===== src/rtl/core/sba_pkg.sv =====
// ============================================================================
// Segment bitmap allocator package
// Field widths and request and status codes shared by the allocator and its testbench.
// ============================================================================
package sba_pkg;

    localparam int KIND_W     = 2;
    localparam int SIZE_W     = 9;
    localparam int HANDLE_W   = 4;
    localparam int STATUS_W   = 2;
    localparam int START_W    = 4;
    localparam int COUNT_W    = 5;
    localparam int IN_DATA_W  = 16;
    localparam int OUT_DATA_W = 16;

    localparam logic [KIND_W-1:0] KIND_ALLOC  = 2'd0;
    localparam logic [KIND_W-1:0] KIND_FREE   = 2'd1;
    localparam logic [KIND_W-1:0] KIND_RESIZE = 2'd2;

    localparam logic [STATUS_W-1:0] STATUS_OK       = 2'd0;
    localparam logic [STATUS_W-1:0] STATUS_NO_SPACE = 2'd1;
    localparam logic [STATUS_W-1:0] STATUS_UNKNOWN  = 2'd2;
    localparam logic [STATUS_W-1:0] STATUS_BAD_SIZE = 2'd3;

endpackage


===== src/rtl/core/sba_ram.sv =====
// ============================================================================
// Generic RAM
// One write port and one read port with registered read data.
// ============================================================================
module sba_ram #(
    parameter int WIDTH = 8,
    parameter int DEPTH = 16
) (
    input  logic                     aclk,
    input  logic                     we,
    input  logic [$clog2(DEPTH)-1:0] waddr,
    input  logic [WIDTH-1:0]         wdata,
    input  logic [$clog2(DEPTH)-1:0] raddr,
    output logic [WIDTH-1:0]         rdata
);

    logic [WIDTH-1:0] mem [DEPTH];
    logic [WIDTH-1:0] rdata_reg;

    always_ff @(posedge aclk) begin
        if (we) begin
            mem[waddr] <= wdata;
        end
        rdata_reg <= mem[raddr];
    end

    assign rdata = rdata_reg;

endmodule


===== src/rtl/core/sba_run_unit.sv =====
// ============================================================================
// Free run counter step
// Extends or breaks the current free run by one segment and flags a fit.
// ============================================================================
module sba_run_unit #(
    parameter int LW = 5
) (
    input  logic          used,
    input  logic [LW-1:0] run,
    input  logic [LW-1:0] need,
    output logic [LW-1:0] run_next,
    output logic          hit
);

    always_comb begin
        if (used) begin
            run_next = '0;
        end else begin
            run_next = LW'(run + 1'b1);
        end
        hit = !used && (run_next == need);
    end

endmodule


===== src/rtl/core/segment_bitmap_allocator.sv =====
// ============================================================================
// Segment bitmap allocator
// First-fit allocator over a pool of fixed-size segments.
// ============================================================================
// Requests arrive on the s_ channel, one beat each: s_tuser carries the kind
// (allocate, free, resize) and s_tdata the byte size and the block handle.
// Every request gives exactly one result beat on the m_ channel with a status,
// the start segment and the segment count of the resulting block.
// A request first converts its byte size to segments by repeated subtraction,
// one segment per cycle, then reads the block length memory. Allocation and a
// growing resize scan the used bitmap one segment per cycle through the run
// counter, and every claimed or released segment is then marked one per cycle.
// s_tready is high only while the block is idle, which it returns to as each
// result is loaded into the output register. That register holds it, so a stalled
// receiver holds only the result beat; the next request is taken but its
// result waits until the previous beat is accepted.
// Reset clears the bitmap and all block valid flags, so every segment is free.
// ============================================================================
module segment_bitmap_allocator #(
    parameter int SEGMENTS      = 16,
    parameter int SEGMENT_BYTES = 16
) (
    input  logic                            aclk,
    input  logic                            aresetn,
    input  logic                            s_tvalid,
    output logic                            s_tready,
    // Fields from bit 0: size_bytes[8:0], handle[12:9], zero fill.
    input  logic [sba_pkg::IN_DATA_W-1:0]   s_tdata,
    // Fields from bit 0: kind[1:0].
    input  logic [sba_pkg::KIND_W-1:0]      s_tuser,
    output logic                            m_tvalid,
    input  logic                            m_tready,
    // Fields from bit 0: status[1:0], start_segment[5:2], segment_count[10:6], zero fill.
    output logic [sba_pkg::OUT_DATA_W-1:0]  m_tdata
);

    import sba_pkg::*;

    localparam int IW        = $clog2(SEGMENTS);
    localparam int LW        = $clog2(SEGMENTS + 1);
    localparam int MAX_BYTES = SEGMENTS * SEGMENT_BYTES;

    typedef enum logic [5:0] {
        ST_IDLE   = 6'b000001,
        ST_DIV    = 6'b000010,
        ST_LOOKUP = 6'b000100,
        ST_SCAN   = 6'b001000,
        ST_MARK   = 6'b010000,
        ST_FINISH = 6'b100000
    } state_t;

    state_t state_reg, state_next;

    logic [KIND_W-1:0]   kind_reg, kind_next;
    logic [HANDLE_W-1:0] handle_reg, handle_next;
    logic                size_bad_reg, size_bad_next;
    logic [SIZE_W-1:0]   rem_reg, rem_next;
    logic [LW-1:0]       n_reg, n_next;
    logic [LW-1:0]       old_len_reg, old_len_next;
    logic [IW-1:0]       scan_idx_reg, scan_idx_next;
    logic [LW-1:0]       run_reg, run_next;
    logic [IW-1:0]       mk_idx_reg, mk_idx_next;
    logic [LW-1:0]       mk_left_reg, mk_left_next;
    logic                mk_val_reg, mk_val_next;
    logic                free_pend_reg, free_pend_next;
    logic [STATUS_W-1:0] res_status_reg, res_status_next;
    logic [IW-1:0]       res_start_reg, res_start_next;
    logic [LW-1:0]       res_count_reg, res_count_next;
    logic                m_tvalid_reg, m_tvalid_next;
    logic [STATUS_W-1:0] out_status_reg, out_status_next;
    logic [IW-1:0]       out_start_reg, out_start_next;
    logic [LW-1:0]       out_count_reg, out_count_next;
    logic [SEGMENTS-1:0] used_reg, used_next;
    logic [SEGMENTS-1:0] valid_reg, valid_next;

    logic [SIZE_W-1:0]   s_size;
    logic [HANDLE_W-1:0] s_handle;
    logic [IW-1:0]       h_idx;
    logic                h_ok;
    logic [IW-1:0]       found_start;
    logic [LW-1:0]       unit_run;
    logic                unit_hit;
    logic                ram_we;
    logic [IW-1:0]       ram_waddr;
    logic [LW-1:0]       ram_wdata;
    logic [LW-1:0]       ram_rdata;

    assign s_size   = s_tdata[SIZE_W-1:0];
    assign s_handle = s_tdata[SIZE_W+HANDLE_W-1:SIZE_W];
    assign h_idx    = IW'(handle_reg);
    assign h_ok     = (32'(handle_reg) < SEGMENTS) && valid_reg[h_idx];
    assign found_start = IW'(32'(scan_idx_reg) + 1 - 32'(n_reg));

    sba_run_unit #(
        .LW(LW)
    ) u_run (
        .used     (used_reg[scan_idx_reg]),
        .run      (run_reg),
        .need     (n_reg),
        .run_next (unit_run),
        .hit      (unit_hit)
    );

    sba_ram #(
        .WIDTH(LW),
        .DEPTH(SEGMENTS)
    ) u_len_ram (
        .aclk  (aclk),
        .we    (ram_we),
        .waddr (ram_waddr),
        .wdata (ram_wdata),
        .raddr (h_idx),
        .rdata (ram_rdata)
    );

    always_comb begin
        state_next      = state_reg;
        kind_next       = kind_reg;
        handle_next     = handle_reg;
        size_bad_next   = size_bad_reg;
        rem_next        = rem_reg;
        n_next          = n_reg;
        old_len_next    = old_len_reg;
        scan_idx_next   = scan_idx_reg;
        run_next        = run_reg;
        mk_idx_next     = mk_idx_reg;
        mk_left_next    = mk_left_reg;
        mk_val_next     = mk_val_reg;
        free_pend_next  = free_pend_reg;
        res_status_next = res_status_reg;
        res_start_next  = res_start_reg;
        res_count_next  = res_count_reg;
        out_status_next = out_status_reg;
        out_start_next  = out_start_reg;
        out_count_next  = out_count_reg;
        used_next       = used_reg;
        valid_next      = valid_reg;
        ram_we          = 1'b0;
        ram_waddr       = '0;
        ram_wdata       = '0;

        m_tvalid_next = m_tvalid_reg && !m_tready;

        unique case (state_reg)
            ST_IDLE: begin
                if (s_tvalid) begin
                    kind_next     = s_tuser;
                    handle_next   = s_handle;
                    rem_next      = s_size;
                    n_next        = '0;
                    size_bad_next = (s_size == '0) || (32'(s_size) > MAX_BYTES);
                    state_next    = ST_DIV;
                end
            end
            ST_DIV: begin
                if (size_bad_reg || (rem_reg == '0)) begin
                    state_next = ST_LOOKUP;
                end else if (32'(rem_reg) <= SEGMENT_BYTES) begin
                    rem_next   = '0;
                    n_next     = LW'(n_reg + 1'b1);
                    state_next = ST_LOOKUP;
                end else begin
                    rem_next = SIZE_W'(32'(rem_reg) - SEGMENT_BYTES);
                    n_next   = LW'(n_reg + 1'b1);
                end
            end
            ST_LOOKUP: begin
                old_len_next    = ram_rdata;
                res_status_next = STATUS_OK;
                res_start_next  = '0;
                res_count_next  = '0;
                free_pend_next  = 1'b0;
                scan_idx_next   = '0;
                run_next        = '0;
                state_next      = ST_FINISH;
                case (kind_reg)
                    KIND_ALLOC: begin
                        if (size_bad_reg) begin
                            res_status_next = STATUS_BAD_SIZE;
                        end else begin
                            state_next = ST_SCAN;
                        end
                    end
                    KIND_FREE: begin
                        if (!h_ok) begin
                            res_status_next = STATUS_UNKNOWN;
                        end else begin
                            mk_idx_next       = h_idx;
                            mk_left_next      = ram_rdata;
                            mk_val_next       = 1'b0;
                            valid_next[h_idx] = 1'b0;
                            res_start_next    = h_idx;
                            state_next        = ST_MARK;
                        end
                    end
                    KIND_RESIZE: begin
                        if (!h_ok) begin
                            res_status_next = STATUS_UNKNOWN;
                        end else if (size_bad_reg) begin
                            res_status_next = STATUS_BAD_SIZE;
                        end else if (n_reg <= ram_rdata) begin
                            mk_idx_next    = IW'(32'(h_idx) + 32'(n_reg));
                            mk_left_next   = LW'(ram_rdata - n_reg);
                            mk_val_next    = 1'b0;
                            ram_we         = 1'b1;
                            ram_waddr      = h_idx;
                            ram_wdata      = n_reg;
                            res_start_next = h_idx;
                            res_count_next = n_reg;
                            state_next     = ST_MARK;
                        end else begin
                            free_pend_next = 1'b1;
                            state_next     = ST_SCAN;
                        end
                    end
                    default: begin
                        res_status_next = STATUS_BAD_SIZE;
                    end
                endcase
            end
            ST_SCAN: begin
                run_next = unit_run;
                if (unit_hit) begin
                    mk_idx_next             = found_start;
                    mk_left_next            = n_reg;
                    mk_val_next             = 1'b1;
                    valid_next[found_start] = 1'b1;
                    ram_we                  = 1'b1;
                    ram_waddr               = found_start;
                    ram_wdata               = n_reg;
                    res_start_next          = found_start;
                    res_count_next          = n_reg;
                    state_next              = ST_MARK;
                end else if (32'(scan_idx_reg) == SEGMENTS - 1) begin
                    res_status_next = STATUS_NO_SPACE;
                    free_pend_next  = 1'b0;
                    state_next      = ST_FINISH;
                end else begin
                    scan_idx_next = IW'(scan_idx_reg + 1'b1);
                end
            end
            ST_MARK: begin
                if (mk_left_reg != '0) begin
                    used_next[mk_idx_reg] = mk_val_reg;
                    mk_idx_next           = IW'(mk_idx_reg + 1'b1);
                    mk_left_next          = LW'(mk_left_reg - 1'b1);
                end else if (free_pend_reg) begin
                    free_pend_next    = 1'b0;
                    mk_idx_next       = h_idx;
                    mk_left_next      = old_len_reg;
                    mk_val_next       = 1'b0;
                    valid_next[h_idx] = 1'b0;
                end else begin
                    state_next = ST_FINISH;
                end
            end
            ST_FINISH: begin
                if (!m_tvalid_reg || m_tready) begin
                    out_status_next = res_status_reg;
                    out_start_next  = res_start_reg;
                    out_count_next  = res_count_reg;
                    m_tvalid_next   = 1'b1;
                    state_next      = ST_IDLE;
                end
            end
            default: begin
                state_next = ST_IDLE;
            end
        endcase
    end

    always_ff @(posedge aclk) begin
        if (!aresetn) begin
            state_reg     <= ST_IDLE;
            m_tvalid_reg  <= 1'b0;
            free_pend_reg <= 1'b0;
            used_reg      <= '0;
            valid_reg     <= '0;
        end else begin
            state_reg     <= state_next;
            m_tvalid_reg  <= m_tvalid_next;
            free_pend_reg <= free_pend_next;
            used_reg      <= used_next;
            valid_reg     <= valid_next;
        end
    end

    always_ff @(posedge aclk) begin
        kind_reg       <= kind_next;
        handle_reg     <= handle_next;
        size_bad_reg   <= size_bad_next;
        rem_reg        <= rem_next;
        n_reg          <= n_next;
        old_len_reg    <= old_len_next;
        scan_idx_reg   <= scan_idx_next;
        run_reg        <= run_next;
        mk_idx_reg     <= mk_idx_next;
        mk_left_reg    <= mk_left_next;
        mk_val_reg     <= mk_val_next;
        res_status_reg <= res_status_next;
        res_start_reg  <= res_start_next;
        res_count_reg  <= res_count_next;
        out_status_reg <= out_status_next;
        out_start_reg  <= out_start_next;
        out_count_reg  <= out_count_next;
    end

    assign s_tready = (state_reg == ST_IDLE);
    assign m_tvalid = m_tvalid_reg;
    assign m_tdata  = {
        (OUT_DATA_W - STATUS_W - START_W - COUNT_W)'(0),
        COUNT_W'(out_count_reg),
        START_W'(out_start_reg),
        out_status_reg
    };

endmodule


===== config.mk =====
export PLATFORM = sky130hd
export DESIGN_NAME = segment_bitmap_allocator
export DESIGN_NICKNAME = d
export VERILOG_FILES = /design/src/rtl/core/sba_pkg.sv /design/src/rtl/core/sba_ram.sv /design/src/rtl/core/sba_run_unit.sv /design/src/rtl/core/segment_bitmap_allocator.sv
export SDC_FILE = /design/constraint.sdc
export NUM_CORES = 1
export LEC_CHECK = 0
export ABC_AREA = 1
export ABC_CLOCK_PERIOD_IN_PS = 8300
export BUFFER_PORTS_ARGS = -buffer_cell sky130_fd_sc_hd__buf_2
export CORE_ASPECT_RATIO = 0.6
export CORE_MARGIN = 5
export CORE_UTILIZATION = 55
export CTS_CLUSTER_DIAMETER = 30
export CTS_CLUSTER_SIZE = 30
export DETAILED_ROUTE_END_ITERATION = 12
export PLACE_DENSITY_LB_ADDON = 0.1
export SYNTH_ARGS = -nofsm -noshare
export SYNTH_HDL_FRONTEND = slang
export SYNTH_SLANG_ARGS = --single-unit

===== constraint.sdc =====
create_clock -name aclk -period 8.3 [get_ports aclk]
set_clock_uncertainty 0.15 [all_clocks]
set_input_delay 0 -clock aclk [delete_from_list [all_inputs] [get_ports aclk]]
set_output_delay 0 -clock aclk [all_outputs]
set_load 0.005 [all_outputs]

# Word level (Yosys, flattened, before mapping)
# Memory sizes are Yosys's and may differ from the RTL's. A register that Yosys moved wholly into a read port is not among the register bits.
# Cells that the tools add are included.
dict set report classes {
  add_sub_neg 10
  n_lt_le_gt_ge 10
  n_eq_ne 30
  n_mux 112
  bitwise 3
  reduce_logical 30
}
# operator count
set ops {}
lappend ops {{16-bit two-way mux} 5}
lappend ops {{5-bit two-way mux} 16}
lappend ops {{6-bit two-way mux} 12}
lappend ops {{4-bit two-way mux} 15}
lappend ops {{5-bit case mux with 2 select lines} 5}
lappend ops {{16-bit case mux with 3 select lines} 1}
lappend ops {{4-bit case mux with 2 select lines} 5}
lappend ops {{6-bit case mux with 6 select lines} 1}
lappend ops {{1-bit two-way mux} 28}
lappend ops {{9-bit two-way mux} 3}
lappend ops {{4-bit by 5-bit less-than comparator with 1-bit output (second input constant)} 4}
lappend ops {{2-bit inequality test (second input constant)} 10}
lappend ops {{9-bit zero test} 2}
lappend ops {{3-bit inequality test (second input constant)} 6}
lappend ops {{6-bit case mux with 3 select lines} 1}
lappend ops {{9-bit case mux with 2 select lines} 1}
lappend ops {{16-bit bitwise AND} 1}
lappend ops {{16-bit bitwise mux} 1}
lappend ops {{16-bit NOT} 1}
lappend ops {{16-bit OR} 1}
lappend ops {{5-bit case mux with 3 select lines} 1}
lappend ops {{4-bit by 1-bit adder with 4-bit output (second input constant)} 3}
lappend ops {{1-bit demux with 4-bit select} 3}
lappend ops {{4-bit by 1-bit greater-or-equal comparator with 1-bit output (second input constant)} 3}
lappend ops {{41 further kinds} 66}
dict set report word_totals {
  reg_bits 107
  ram_bits 80
  inputBits 22
  elab_cells 218
  mem_count 1
}
# name depth width rd rd_ports_with_merged_regs write_ports line
set mem_list {}
lappend mem_list {u_len_ram.mem 16 5 1 1 1 sba_ram.sv:17} ;# logic [WIDTH-1:0] mem [DEPTH];

# Depth between registers and ports, before layout
# Gate-level depths: netlist of the first run.
dict set report logic_depth {
  word_depth 9
  ltp_mapped 17
}

# Modules after synthesis
# From an unflattened synthesis of the first run, not the netlist that was laid out.
dict set report hier_totals {
  cells_unflattened 1217
  area_unflattened_um2 10369.9
}
# mod n_inst cells_per_inst area_per_inst_um2 seq_area_each_um2
set by_module_without_submodules {}
lappend by_module_without_submodules {segment_bitmap_allocator 1 819 6416.2 2812.7}
lappend by_module_without_submodules {sba_ram 1 355 3733.6 2502.4}
lappend by_module_without_submodules {sba_run_unit 1 43 220.2 0.0}

# Worst setup path after synthesis of the first run
# No wires, ideal clock.
dict set report synth_path {
  kind {reg2reg}
  from {reg n_reg[1]}
  to {mem u_len_ram.mem[4][0] (netlist bit) (enable)}
  setup_time_ns 0.340
  arrival_time_ns 2.494
  required_ns 7.810
  slack_ns 5.317
  path_stages_with_launch 14
  path_buffers 0
  period_less_slack_ns 2.983
  path_cell_list {edfxtp_1 ha_1 inv_1 ha_1 fa_1 xnor2_1 or2_2 nand2_1 nor2_1 nand2_1 o21ai_2 inv_2 nand2_1 nor2_1}
}
dict set report synth_via {
  elab_chain_len 8
}
# element line
set synth_lines {}
lappend synth_lines {{start: declaration} segment_bitmap_allocator.sv:58} ;# logic [LW-1:0] n_reg, n_next;
lappend synth_lines {{start signal: assignment} segment_bitmap_allocator.sv:293} ;# n_reg <= n_next;
lappend synth_lines {{5-bit less-or-equal comparator} segment_bitmap_allocator.sv:201} ;# end else if (n_reg <= ram_rdata) begin
lappend synth_lines {{1-bit two-way mux} segment_bitmap_allocator.sv:201}
lappend synth_lines {{1-bit two-way mux} segment_bitmap_allocator.sv:199} ;# end else if (size_bad_reg) begin
lappend synth_lines {{1-bit two-way mux} segment_bitmap_allocator.sv:197} ;# if (!h_ok) begin
lappend synth_lines {{1-bit two-way mux} segment_bitmap_allocator.sv:176} ;# case (kind_reg)
lappend synth_lines {{1-bit case mux with 2 select lines} segment_bitmap_allocator.sv:144} ;# unique case (state_reg)
lappend synth_lines {{1-bit two-way mux} sba_ram.sv:21} ;# if (we) begin
lappend synth_lines {{1-bit two-way mux (not written as such)} sba_ram.sv:22} ;# mem[waddr] <= wdata;
lappend synth_lines {{end: declaration} sba_ram.sv:17}
# Several ways; a longest one is shown, not always the timed one.

# Final worst setup path of the first run
dict set report layout_path {
  from {reg state_reg[4]}
  to {mem u_len_ram.mem[15][0] (netlist bit), data pin}
}
dict set report layout_via {
  elab_chain_len 2
}
# element line
set layout_lines {}
lappend layout_lines {{start: declaration} segment_bitmap_allocator.sv:52} ;# state_t state_reg, state_next;
lappend layout_lines {{start signal: assignment} segment_bitmap_allocator.sv:280} ;# state_reg <= state_next;
lappend layout_lines {{6-bit by 4-bit == test with 1-bit output / 6-bit by 3-bit == test with 1-bit output (equally long branches)} segment_bitmap_allocator.sv:144}
lappend layout_lines {{5-bit case mux with 2 select lines *} segment_bitmap_allocator.sv:144}
lappend layout_lines {{named net ram_wdata[0]} segment_bitmap_allocator.sv:85} ;# logic [LW-1:0] ram_wdata;
# Mark *: on every way through the listed nets, which the timed path passes. The rest lies on a longest branch.

==> results of run 1 <==
==> kinds of logic (layout without fill, tap and decap cells) <==
group                    after synthesis  count (layout)  share of synthesized area (%)
flip-flops                           192             192                           56.0
XOR/XNOR                              13              13                           1.20
AND/OR/NAND/NOR                      390             390                           18.7
AO/OA/AOI/OAI                        207             207                           13.3
buffers and inverters                157             210                           6.68
adder cells (fa/ha/maj)               29              29                           4.06
other                                  1               5                         0.0395
==> per-stage QoR <==
step	setup slack, ns	instances	util (%)	cell area [um2]
detailed placement	4.49	1229	57.6	9810
global route	4.16	1280	61.9	10500
floorplan	5.32	993	-	9510
finish	4.41	1280	61.9	10500
global placement	4.51	1229	57.6	9810
CTS	4.47	1280	61.9	10500
==> report_power, final <==
part           internal, mW  leakage (nW)  switching (mW)  total (mW)
clock                 0.390         0.267           0.372       0.762
combinational        0.0790          2.29           0.161       0.240
sequential             1.05          1.55          0.0235        1.07
total                  1.52          4.11           0.557        2.07
==> routing by layer <==
| layer | routed length, um | vias to the layer above | global-route usage (%) |
|---|---|---|---|
| met4 | 222 | 2 | 5.58 |
| met5 | 13 | - | 0 |
| li1 | - | 3486 | - |
| met1 | 11800 | 3387 | 39.6 |
| met2 | 9320 | 324 | 32.3 |
| met3 | 2560 | 23 | 6.86 |
==> path summary, 6_finish.rpt <==
| path | slack (ns) | depth (start not counted) | end |
|---|---|---|---|
| worst min register to register | 0.27 | 0 | out_status_reg[1]$_DFFE_PP_ |
| worst min-delay path | 0.12 | 2 | kind_reg[0]$_DFFE_PP_ |
| worst max register to register | 4.41 | 8 | u_len_ram.mem[15][0]$_DFFE_PP_ |
| worst max-delay path | 4.41 | 8 | u_len_ram.mem[15][0]$_DFFE_PP_ |
==> area by class of cell <==
type | count | area (um2) | share of cell area, %
Clock buffer | 19 | 433 | 4.11
Clock inverter | 12 | 98.8 | 0.938
Inverter | 127 | 479 | 4.55
Multi-Input combinational cell | 644 | 3560 | 33.8
Sequential cell | 192 | 5320 | 50.4
Tap cell | 234 | 293 | 2.78
Timing Repair Buffer | 52 | 363 | 3.44
==> cells in the final DEF, fill, tap and decap left out, drive strengths merged, types with 4 or more instances in the layout <==
cell         netlist  layout
inv              125     132
edfxtp           147     147
clkbuf            14      19
conb               1       5
dlygate4sd3        0      20
o21ai             61      61
buf               16      32
o22ai              4       4
a21oi             71      71
xnor2              4       4
xor2               9       9
nor2             131     131
nand2            180     180
nor3              16      16
o211ai             6       6
dfxtp             45      45
a22oi             48      48
or4                5       5
o221ai             5       5
clkinv             2       7
nand3             41      41
nand4              9       9
ha                26      26
a31o               8       8
==> out/metrics.cfg, run 1 <==
[run_status]
status = finished, final reports clean

[sta]
max_freq_mhz = 257
finalHoldViolations = 0
rsz0062_at_grt = false
fin_crit_sh_pct = 46.8
period_minus_slack_ns = 3.89
tightestPinTransition_ns = 1.18
drv_slew = 0
tns_ns = 0
finalSetupViolCount = 0
slew_headroom_pct = 21.1
timing.hold.ws_ns = 0.122

[cells_and_area]
final_nets = 1085
largest_reg_flops = 80
syn_to_final_growth_pct = 11.0
num_antenna_cells = 0
n_fill_cell = 1438
drive_above_1_share_pct = 11.9

[synthesis]
synth_cell_types = 51
synth_most_common_cell = nand2_1
syn_inst = 989
syn_area_per_cell_um2 = 9.60
ys_ff_latch = 192
synthTopCellsByArea = edfxtp_1 47%, dfxtp_1 9.5%, nand2_1 6.7%
synth_top_area_cell = edfxtp_1
synth_top_area_share_pct = 46.5
syn_area_um2 = 9490
async_reset_ff_share_pct = 0
yosysWarningCount = 0
synth_edf_count = 147
ys_top_cells_by_count = 170 x nand2_1, 147 x edfxtp_1, 122 x nor2_1, 109 x inv_1, 70 x a21oi_1
ys_dominant_reg_cell = edfxtp_1
ys_seq_area_share_pct = 56.0

[clock_tree]
path_clk_slew_ns = 0.07
cts_setup_buffers = 0
clock_path_buffers = 2
cts_tree = yes
clock_latency_ns = 0.44
ctsHoldBuffers = 20
cts_buffers = 17
cts_root_buf = clkbuf_16
ctsResizeCount = 0
h-tree-depth = 4
clock-sinks = 192

[critical_path]
max_stage_delay_ns = 0.88
rr_startpoint = state_reg[4]$_SDFFE_PN0P_
critical_path_class = reg -> reg
crit_buf_inv = 3
crit_chain = or2_4 > inv_1 > nand4_4 > inv_1 > nand2_1 > nand2_2 > inv_2 > nor3_2
cp_data_required_time_ns = 8.23
startpoint = state_reg[4]$_SDFFE_PN0P_
critPathArrivalTime_ns = 3.82
cp_top_family = simple AND/OR/NAND/NOR gates
crit_top_cell = inv_1
cp_max_fo = 24
worst_setup_path_start_kind = flip-flop
crit_path_end_kind = flip-flop
crit_slowest_cell = nor3_2

[routing]
viasPerCell = 5.64
drc = 0
ant_nets = 0
drtIter0Drc = 822
drt_wl_total_mm = 23.9
dr.pass1.iters = 5
via_count = 7222
wl_per_cell_um = 18.7

[floorplan]
initial_core_util_pct = 55.7
dieArea_um2 = 20100
die_x_um = 180
rows = 37
ios = 40
core_um2 = 17000
die_y_um = 112

[global_routing]
grt_first_pass_wirelength_mm = 38.1
track_usage_pct = 24.5
grt_pass1_vias = 6767
grt_start_max_net_pins = 33
antenna_found_initial = 3
gr-total-overflow = 0

[power]
ir_drop_mv = 0.148
power.total_mw = 2.07
p_leak_nw = 4.11
powerDensity_nw_per_um2 = 197

[placed_design]
gp_congestion = 0.924
portBuffers = 31
dp_hpwl_mm = 16.9

[flow_run]
drv_cap = 0

[min_path]
hold_class = in -> reg
worstHoldStart = s_tuser[0]

(Power assumes the default switching activity.)
==> inputs of run 2 (changes only) <==
--- a/config.mk
+++ b/config.mk
@@ -6,7 +6,7 @@
 export NUM_CORES = 1
 export LEC_CHECK = 0
 export ABC_AREA = 1
-export ABC_CLOCK_PERIOD_IN_PS = 8300
+export ABC_CLOCK_PERIOD_IN_PS = 4000
 export BUFFER_PORTS_ARGS = -buffer_cell sky130_fd_sc_hd__buf_2
 export CORE_ASPECT_RATIO = 0.6
 export CORE_MARGIN = 5
==> constraint.sdc (replaced) <==
create_clock -name aclk -period 4 [get_ports aclk]
set_clock_uncertainty 0.15 [all_clocks]
set_input_delay 0 -clock aclk [delete_from_list [all_inputs] [get_ports aclk]]
set_output_delay 0 -clock aclk [all_outputs]
set_load 0.005 [all_outputs]
==> out/metrics.cfg, run 2 (same netlist as run 1, synthesis figures left out) <==
[critical_path]
critPathArrivalTime_ns = 3.53  ; was 3.82 ns
cp_data_required_time_ns = 3.94  ; was 8.23 ns
worst_setup_path_start_kind = flip-flop  ; unchanged
reg2reg_depth = 14  ; was 8
reg2reg_slack_ns = 0.41  ; was 4.41 ns
rr_startpoint = h_idx[1]$_DFFE_PP_  ; was state_reg[4]$_SDFFE_PN0P_
critical_path_class = reg -> reg  ; unchanged
crit_slowest_cell = edfxtp_1  ; was nor3_2
crit_path_end_kind = flip-flop  ; unchanged
cp_max_fo = 25  ; was 24
max_stage_delay_ns = 0.63  ; was 0.88 ns
crit_chain = inv_2 > nor2_4 > a22oi_1 > nand2_1 > nand2_1 > nand2_2 > nor2_4 > nor2_4 > nand3_2 > inv_2 > nand2_1 > nand2_1 > nand2_1 > nor2_1  ; was or2_4 > inv_1 > nand4_4 > inv_1 > nand2_1 > nand2_2 > inv_2 > nor3_2
crit_buf_inv = 2  ; was 3
crit_top_cell = nand2_1  ; was inv_1
cp_top_family = simple AND/OR/NAND/NOR gates  ; unchanged
reg2reg_to = u_len_ram.mem[5][3]$_DFFE_PP_  ; was u_len_ram.mem[15][0]$_DFFE_PP_

[cells_and_area]
syn_to_final_growth_pct = 13.2  ; was 11.0%
layout_common_cells = 170 x nand2_1, 147 x edfxtp_1, 122 x nor2_1  ; unchanged
drive_above_1_share_pct = 13.3  ; was 11.9%
final_common_cell = nand2_1  ; unchanged
largest_reg_flops = 80  ; unchanged
postLayoutCoreUtil_pct = 63.1  ; was 61.9%
n_fill_cell = 1464  ; was 1438
final_cell_area_um2 = 10700  ; was 10500 um2
num_antenna_cells = 0  ; unchanged
final_nets = 1100  ; was 1085
stdcell_count = 1296  ; was 1280

[clock_tree]
cts_tree = yes  ; unchanged
cts_buffers = 17  ; unchanged
h-tree-depth = 4  ; unchanged
clock_latency_ns = 0.45  ; was 0.44 ns
clock_path_buffers = 2  ; unchanged
clock-sinks = 192  ; unchanged
cts_root_buf = clkbuf_16  ; unchanged
path_clk_slew_ns = 0.07  ; about the same

[routing]
via_count = 7373  ; was 7222
ant_nets = 0  ; unchanged
drtIter0Drc = 920  ; was 822
wl_per_cell_um = 18.8  ; was 18.7 um
drt_wl_total_mm = 24.4  ; was 23.9 mm
drc = 0  ; unchanged
viasPerCell = 5.69  ; was 5.64
dr.pass1.iters = 6  ; was 5

[sta]
period_minus_slack_ns = 3.59  ; was 3.89 ns
tns_ns = 0  ; unchanged
finalSetupViolCount = 0  ; unchanged
fin_crit_sh_pct = 89.6  ; was 46.8%
timing.hold.ws_ns = 0.113  ; was 0.122 ns
setup_ws_ns = 0.414  ; was 4.41 ns
finalHoldViolations = 0  ; unchanged
max_freq_mhz = 279  ; was 257 MHz
drv_slew = 0  ; unchanged
slew_headroom_pct = 28.3  ; was 21.1%
rsz0062_at_grt = false  ; unchanged
tightestPinTransition_ns = 1.08  ; was 1.18 ns

[min_path]
min_to = kind_reg[1]$_DFFE_PP_  ; was kind_reg[0]$_DFFE_PP_
hold_class = in -> reg  ; unchanged
worstHoldStart = s_tuser[1]  ; was s_tuser[0]
min_path_cells = 2  ; unchanged

[placed_design]
portBuffers = 31  ; unchanged
placed_cells = 1243  ; was 1229
postPlaceCellArea_um2 = 9910  ; was 9810 um2
dp_hpwl_mm = 17.4  ; was 16.9 mm
gp_congestion = 0.924  ; about the same
place_ws_ns = 0.528  ; was 4.49 ns

[floorplan]
dieArea_um2 = 20100  ; unchanged
ios = 40  ; unchanged
core_um2 = 17000  ; unchanged
die_x_um = 180  ; unchanged
die_y_um = 112  ; unchanged
rows = 37  ; unchanged
initial_core_util_pct = 55.7  ; unchanged

[global_routing]
gr-total-overflow = 0  ; unchanged
grt_first_pass_wirelength_mm = 38.2  ; was 38.1 mm
antenna_found_initial = 0  ; was 3
grt_start_max_net_pins = 33  ; unchanged
track_usage_pct = 24.7  ; was 24.5%
grt_pass1_vias = 6918  ; was 6767

[flow_run]
drv_cap = 0  ; unchanged

[run_status]
status = finished, final reports clean  ; unchanged

[power]
powerDensity_nw_per_um2 = 418  ; was 197 nW/um2
p_leak_nw = 4.21  ; was 4.11 nW
ir_drop_mv = 0.351  ; was 0.148 mV
power.total_mw = 4.49  ; was 2.07 mW

run 2: cell count changes in the layout (fill, tap and decap cells not counted):
cell           previous run  this run
clkinv_8                  0         5
buf_4                     1        15
clkinvlp_4                0         2
dlygate4sd3_1            20        21
inv_6                     5         2
clkbuf_1                  2         0
bufinv_16                 0         1
clkinv_2                  3         0
inv_8                     2         3
run 2: where the power goes:
group          internal, mW  leakage (nW)  switching, mW  total (mW)
clock network         0.902         0.294          0.856        1.76
registers              2.17          1.55         0.0455        2.22
logic                 0.173          2.36          0.336       0.509
run 2: worst max path at each step:
stage | from | end | cells past startpoint
floorplan | n_reg[1]$_SDFFCE_PP0P_ | u_len_ram.mem[4][0]$_DFFE_PP_ | 13
global placement | h_idx[1]$_DFFE_PP_ | u_len_ram.mem[13][0]$_DFFE_PP_ | 14
detailed placement | h_idx[1]$_DFFE_PP_ | u_len_ram.mem[5][0]$_DFFE_PP_ | 14
CTS | h_idx[1]$_DFFE_PP_ | u_len_ram.mem[5][3]$_DFFE_PP_ | 14
global route | h_idx[1]$_DFFE_PP_ | u_len_ram.mem[5][3]$_DFFE_PP_ | 14
finish | h_idx[1]$_DFFE_PP_ | u_len_ram.mem[5][3]$_DFFE_PP_ | 14
run 2: what timing repair did:
item	CTS	global route
buffers inserted	0	0
endpoints found under the hold margin	56	0
hold buffers	21	0
resized for setup	0	0
run 2: metal layers:
| layer | up-vias | share of wire [%] | GRT usage (%) |
|---|---|---|---|
| met5 | - | 0 | 0 |
| met4 | 0 | 1.1 | 5.94 |
| met3 | 31 | 11 | 6.73 |
| met2 | 362 | 38 | 31.9 |
| met1 | 3464 | 49 | 40.4 |
| li1 | 3516 | - | - |
run 2: cell type report:
class | instances | area, um2 | share of cell area, %
Sequential cell | 192 | 5320 | 49.5
Clock inverter | 15 | 195 | 1.82
Timing Repair Buffer | 67 | 478 | 4.45
Inverter | 127 | 479 | 4.46
Multi-Input combinational cell | 644 | 3560 | 33.1
Clock buffer | 17 | 425 | 3.96
Tap cell | 234 | 293 | 2.73
run 2: worst register-to-register path: cells and delay by family, from the launching register on:
kind	cells	cell delay, ns
and+or+nand+nor	11	2.04
DFF	1	0.63
buffers and inverters	2	0.25
AOI/OAI and AO/OA	1	0.16
